==> config.mk <==
export PLATFORM = sky130hd
export DESIGN_NAME = vab_cordic_cell
export DESIGN_NICKNAME = d
export VERILOG_FILES = /design/src/sv/vab_pkg.sv /design/src/sv/vab_cordic_cell.sv
export SDC_FILE = /design/constraint.sdc
export NUM_CORES = 1
export LEC_CHECK = 0
export BUFFER_PORTS_ARGS = -buffer_cell sky130_fd_sc_hd__buf_2
export CORE_ASPECT_RATIO = 1.1
export CORE_UTILIZATION = 37
export DETAILED_ROUTE_END_ITERATION = 8
export PLACE_DENSITY = 0.66
export RECOVER_POWER = 100
export SETUP_SLACK_MARGIN = 0.15
export SYNTH_ARGS = -nofsm -noshare
export SYNTH_HDL_FRONTEND = slang
export SYNTH_SLANG_ARGS = --single-unit
==> constraint.sdc <==
create_clock -name clk_i -period 2.2 [get_ports clk_i]
set_clock_uncertainty 0.15 [all_clocks]
set_input_delay 0.66 -clock clk_i [delete_from_list [all_inputs] [get_ports clk_i]]
set_output_delay 0.66 -clock clk_i [all_outputs]
set_load 0.02 [all_outputs]
==> src/sv/vab_pkg.sv <==
// Package for the vector angle block: widths, CORDIC constants and shared types.
// Used by every module under sv/; depends on nothing.
package vab_pkg;

  localparam int unsigned ComponentBitsDef = 16;
  localparam int unsigned AngleFracBitsDef = 13;
  localparam int unsigned AccFrac          = 32;
  localparam int unsigned CordicSteps      = 32;
  localparam int unsigned TableLen         = 11;
  localparam int unsigned OpBits           = 36;
  localparam int unsigned AccBits          = 36;
  localparam int unsigned SqBits           = 64;
  localparam logic [AccBits-1:0] PiQ32     = 36'd13493037705;

  // Arctangent of two to the power minus i, Q0.32.
  function automatic logic [AccBits-1:0] atan_q32(input logic [5:0] idx);
    logic [AccBits-1:0] res;
    begin
      res = '0;
      case (idx)
        6'd0:    res = 36'd3373259426;
        6'd1:    res = 36'd1991351318;
        6'd2:    res = 36'd1052175346;
        6'd3:    res = 36'd534100635;
        6'd4:    res = 36'd268086748;
        6'd5:    res = 36'd134174063;
        6'd6:    res = 36'd67103403;
        6'd7:    res = 36'd33553749;
        6'd8:    res = 36'd16777131;
        6'd9:    res = 36'd8388597;
        6'd10:   res = 36'd4194303;
        default: res = AccBits'(64'd1 << (AccFrac - 32'(idx)));
      endcase
      return res;
    end
  endfunction

  // Sideband that travels alongside each vector pair through the pipeline.
  typedef struct packed {
    logic valid;
    logic zero;
    logic neg;
  } vab_side_t;

endpackage

==> src/sv/vab_cordic_cell.sv <==
// One vectoring CORDIC micro-rotation, registered.
// Depends on vab_pkg.
module vab_cordic_cell #(
  parameter int unsigned Step = 0
) (
  input  logic                          clk_i,
  input  logic                          rst_ni,
  input  logic                          en_i,
  input  vab_pkg::vab_side_t            side_i,
  input  logic signed [vab_pkg::OpBits-1:0]  x_i,
  input  logic signed [vab_pkg::OpBits-1:0]  y_i,
  input  logic signed [vab_pkg::AccBits-1:0] z_i,
  output vab_pkg::vab_side_t            side_o,
  output logic signed [vab_pkg::OpBits-1:0]  x_o,
  output logic signed [vab_pkg::AccBits-1:0] z_o,
  output logic signed [vab_pkg::OpBits-1:0]  y_o
);
  import vab_pkg::*;

  logic signed [OpBits-1:0]  x_d, y_d, x_q, y_q, xs, ys;
  logic signed [AccBits-1:0] z_d, z_q, t;
  vab_side_t side_q;

  // Rotate towards the x axis, accumulating the angle.
  always_comb begin
    xs = x_i >>> Step;
    ys = y_i >>> Step;
    t  = signed'(atan_q32(6'(Step)));
    if (!y_i[OpBits-1]) begin
      x_d = x_i + ys;
      y_d = y_i - xs;
      z_d = z_i + t;
    end else begin
      x_d = x_i - ys;
      y_d = y_i + xs;
      z_d = z_i - t;
    end
  end

  always_ff @(posedge clk_i or negedge rst_ni) begin
    if (!rst_ni) begin
      side_q <= '0;
    end else if (en_i) begin
      side_q <= side_i;
    end
  end

  always_ff @(posedge clk_i) begin
    if (en_i) begin
      x_q <= x_d;
      y_q <= y_d;
      z_q <= z_d;
    end
  end

  assign side_o = side_q;
  assign x_o    = x_q;
  assign y_o    = y_q;
  assign z_o    = z_q;
endmodule

* Word-level counts from Yosys, hierarchy flattened
Index checks and enable logic that the tools add are counted.
Word-level totals: flip-flop bits (word level) 111, output and inout port bits 111, logic and storage cells 14, bits of input ports 114
Cells by class: $add $sub $neg 5, multiplexer cells 3
Operators by type and width (count):
- $mux W36 | 3
- $sub A36 B36 Y36 | 2
- $add A36 B33 Y36 const B | 1
- $add A36 B36 Y36 | 1
- $sub A36 B33 Y36 const B | 1

* Logic depth before layout (Yosys ltp)
depth in word-level cells 2, depth in mapped cells 14, mapped depth without buffers 12

* Worst setup path before layout
OpenSTA, ideal clock, no wires.
path type input -> register, start point input y_i[35] in the netlist's numbering, end point register z_q[29] (netlist: z_o[29]) (data pin), cell stages on the path 13, arrival 3.630 ns, path slack -1.845 ns, required time 1.785 ns, buffers on the path 2, library setup time 0.265 ns, path through inv_1 buf_2 buf_1 fa_1 nor2b_1 o31a_1 o41ai_1 o31ai_1 a221oi_1 nor2_1 a21oi_1 o21ai_0 xor2_1
On the way: word-level cells in the longest chain between the ends 1
Ends and longest elaborated chain:
- start, declared | RTL line vab_cordic_cell.sv:11 | input logic signed [vab_pkg::OpBits-1:0] y_i,
- $mux W36 | RTL line vab_cordic_cell.sv:29 | if (!y_i[OpBits-1]) begin
- via z_d[29] | RTL line vab_cordic_cell.sv:21 | logic signed [AccBits-1:0] z_d, z_q, t;
- end signal, assigned | RTL line vab_cordic_cell.sv:52 | z_q <= z_d;
- end, declared | RTL line vab_cordic_cell.sv:21
The timed path passes the listed nets, and every way through them passes these cells. A chain may end at the register's enable or synchronous reset.

* Worst setup path after layout
start point input x_i[11] in the netlist's numbering, end point register x_q[15] (netlist: x_o[15]) (data pin)
On the way: word-level cells in the longest chain between the ends 2, elaborated cells between the ends (all ways) 3, those cells by class 2 x add/sub; 1 x mux
Ends and longest elaborated chain:
- start, declared | RTL line vab_cordic_cell.sv:10 | input logic signed [vab_pkg::OpBits-1:0] x_i,
- $add A36 B36 Y36 or $sub A36 B36 Y36 (tied branches) | RTL line vab_cordic_cell.sv:30, vab_cordic_cell.sv:34
- $mux W36 (*) | RTL line vab_cordic_cell.sv:29
- via x_d[15] | RTL line vab_cordic_cell.sv:20 | logic signed [OpBits-1:0] x_d, y_d, x_q, y_q, xs, ys;
- end signal, assigned | RTL line vab_cordic_cell.sv:50 | x_q <= x_d;
- end, declared | RTL line vab_cordic_cell.sv:20
The timed path passes the listed nets; every way through them passes the cells marked *.

==> qor.csv <==
metric,value,unit
setup_slack,-0.999,ns
critical_path.startpoint_type,primary input,
drt_iter0_markers,929,
globalRouteOverflowTotal,0,
fmax,313,MHz
sequential_to_total_area_share_from_yosys_stat,29.2,%
area.growth.synth_to_final,67.4,%
grt_antenna_before_repair,2,
yosys.cell_types.count,78,
number_of_detailed_route_iterations_in_the_first_pass,5,
routedWlPerCell,17.7,um
globalRouteTotalUtil,26.4,%
initial_core_util,37.9,%
cp.arrival,3.14,ns
setup.worst_path.class,primary input to flop,
outcome,"finished, violations left",
max-vdd-ir-drop,0.000345,V
syn_area,11300,sq um
clkSinkCount,110,
grt_first_pass_wirelength,64.7,mm
dpl.hpwl,32.6,mm
critical_path.most_common_cell,or2_4,
preCtsSetupSlack,-1.50,ns
yosysWarnings,0,
grt_pass1_vias,12800,
layout.core_utilization,63.4,%
post_layout_nonfiller_instances,2418,
clockBufferDepth,2,
place_inst,2331,
crit_path_max_incr_delay,0.34,ns
worst_slew_margin_rel,40.0,%
share_of_post_route_cells_with_drive_strength_above_1,45.5,%
leakage_power_total,0.00833,uW
grt_max_degree,92,
yosys_most_used_dff,edfxtp_1,
gp_congestion,0.967,
cts_tree,done,
port_buffers,224,
via_per_inst,5.32,
failed_checks,setup timing,
totalPowerFinal,9860,uW
rows,66,
drt_wl_total,42.8,mm
timing_max_transition_violations_final,0,
vias,12900,
max_slew.worst_pin.slew,0.900,ns
die_w,168,um
worst-path-max-fanout,4,
period_needed,3.20,ns
nNetsFinal,2294,
clockRootBuffer,clkbuf_16,
synthesis.area_per_instance,8.45,sq um
height_of_the_chip,185,um
synthesis.instances,1332,
count_of_antenna_violating_nets_left_after_detailed_routing,0,
hold_class,primary input to flop,
rsz0062_at_grt,yes,
met3_wirelength,2.02,mm
clk_transition_reported_paths,0.08,ns
ys_seq_elements,110,
topRoutingLayerUsed,met5,
timing.final.hold_violations,0,
worst_setup_path_end_kind,flop,
met2_length,21.4,mm
layout_common_cells,"buf_4 (462), a21oi_1 (120), clkbuf_1 (114)",
power_density,524,nW/um^2
cts_inserted_buffers,9,
tns,-59.79,ns
reg2regPathDepth,1,
crit_slowest_cell,or3_4,
worst_hold_path.num_cells,1,
max_cap_viols,0,
final_critical_path_share_of_the_clock_period,145,%
die_area,31100,sq um
synth_enable_flop_cells,107,
drc_violations_left,0,
asyncSetResetFlopFracSynth,2.73,%
clock_insertion_delay_worst_skew,0.36,ns
fp.coreArea,29700,sq um
final_common_cell,buf_4,
syn_nets,1588,
ctsHtreeMaxLevel,3,
crit_path_cell_trace,buf_12 -> inv_12 -> ha_4 -> or2_4 -> or3_4 -> o221a_1 -> o31a_1 -> buf_4 -> or2_4 -> buf_6 -> a21oi_4 -> nor3_1 -> a21oi_1 -> xnor2_1,
floorplan.io_pins,225,
met1Wirelength,17.8,mm
required,2.15,ns
finalSetupViolations,87,
==> sequential cells by signal (all words and copies together), names as in the netlist <==
signal / count
y_o: 35
side_o: 3
x_o: 36
z_o: 36
==> area by class of cell <==
type / count / area [sq um]
antenna: 1 / 2.50
clock buffer: 9 / 225
clock inverter: 7 / 52.6
fill: 2511 / 10900
inverter: 124 / 526
multi-input combinational: 1043 / 8960
sequential: 110 / 3290
tap: 374 / 468
timing repair buffer: 750 / 5320
==> routing by layer <==
metal	GRT usage [%]	vias to the layer above
met1	32.0	6091
met2	47.6	441
met3	3.01	108
li1	-	6231
met5	0	-
met4	10.4	2
==> path summary, 6_finish.rpt <==
check | from | end | slack, ns
setup reg to reg | side_o[1]$_DFFE_PN0P_ | side_o[1]$_DFFE_PN0P_ | 1.29
setup / recovery | x_i[11] | x_o[15]$_DFFE_PP_ | -1.0
max in group asynchronous | rst_ni | side_o[2]$_DFFE_PN0P_ | 1.25
hold reg to reg | side_o[0]$_DFFE_PN0P_ | side_o[0]$_DFFE_PN0P_ | 0.37
min in group asynchronous | rst_ni | side_o[1]$_DFFE_PN0P_ | 0.49
hold / removal | z_i[0] | z_o[0]$_DFFE_PP_ | 0.31
==> kinds of logic (layout without fill, tap and decap cells) <==
family	count (synthesis)	in the layout	share of synthesized area, %
AOI/OAI and AO/OA	474	474	26.5
and+or+nand+nor	315	315	13.1
buffers and inverters	179	890	6.25
adders and majority gates	142	142	16.1
DFF	110	110	29.2
xor gates and xnor gates	98	98	7.63
muxes	14	14	1.28
other	0	1	0
==> Yosys cell counts, drive strengths merged, types with 5 or more instances <==
master    n  share of area (%)
o31ai    22                1.6
a21oi   183                8.2
nor4      5               0.28
xor2     27                2.1
nand4    17               0.94
inv     123                4.1
nor2     98                3.3
a211oi   20                1.4
mux2i    11               0.98
clkbuf   23               0.77
o21a     19                1.3
edfxtp  107                 29
o31a      7               0.54
or2       9               0.50
nand3    20               0.89
nand2    84                2.8
o21ai   102                4.5
or3       8               0.49
o21bai   23                1.5
nand2b   17               0.94
xnor2    71                5.5
nor2b    15               0.90
ha      138                 15
a21o     31                2.1
buf      32                1.3
a31oi     8               0.44
o211ai   11               0.73
nor3     31                1.4
==> what timing repair did <==
item / in CTS / in global routing
setup endpoints to repair: 96 / 92
buffers inserted: 40 / 29
hold buffers: 1 / 0
pin swaps: 96 / 89
endpoints found under the hold margin: 3 / 0
gates resized for setup: 228 / 133
==> through the flow <==
stage / hold WS [ns] / area (sq um)
2_1_floorplan: 0.214 / 11900
3_3_place_gp: 0.303 / 16600
3_5_place_dp: 0.311 / 16600
4_1_cts: 0.300 / 18300
5_1_grt: 0.309 / 18800
6_report: 0.315 / 18800
==> critical path: cells and delay by family <==
family                   cells  cell delay, ns
XOR/XNOR                     1            0.16
AO/OA/AOI/OAI                4            0.77
AND/OR/NAND/NOR              4            0.91
adder cells (fa/ha/maj)      1            0.24
buffers and inverters        4            0.41
==> power breakdown <==
group | switching (uW) | internal, uW | total (uW)
logic | 2870 | 2450 | 5320
registers | 100 | 2770 | 2870
clock network | 893 | 785 | 1680
total | 3870 | 6000 | 9860
Power figures use the tool's default switching activity.
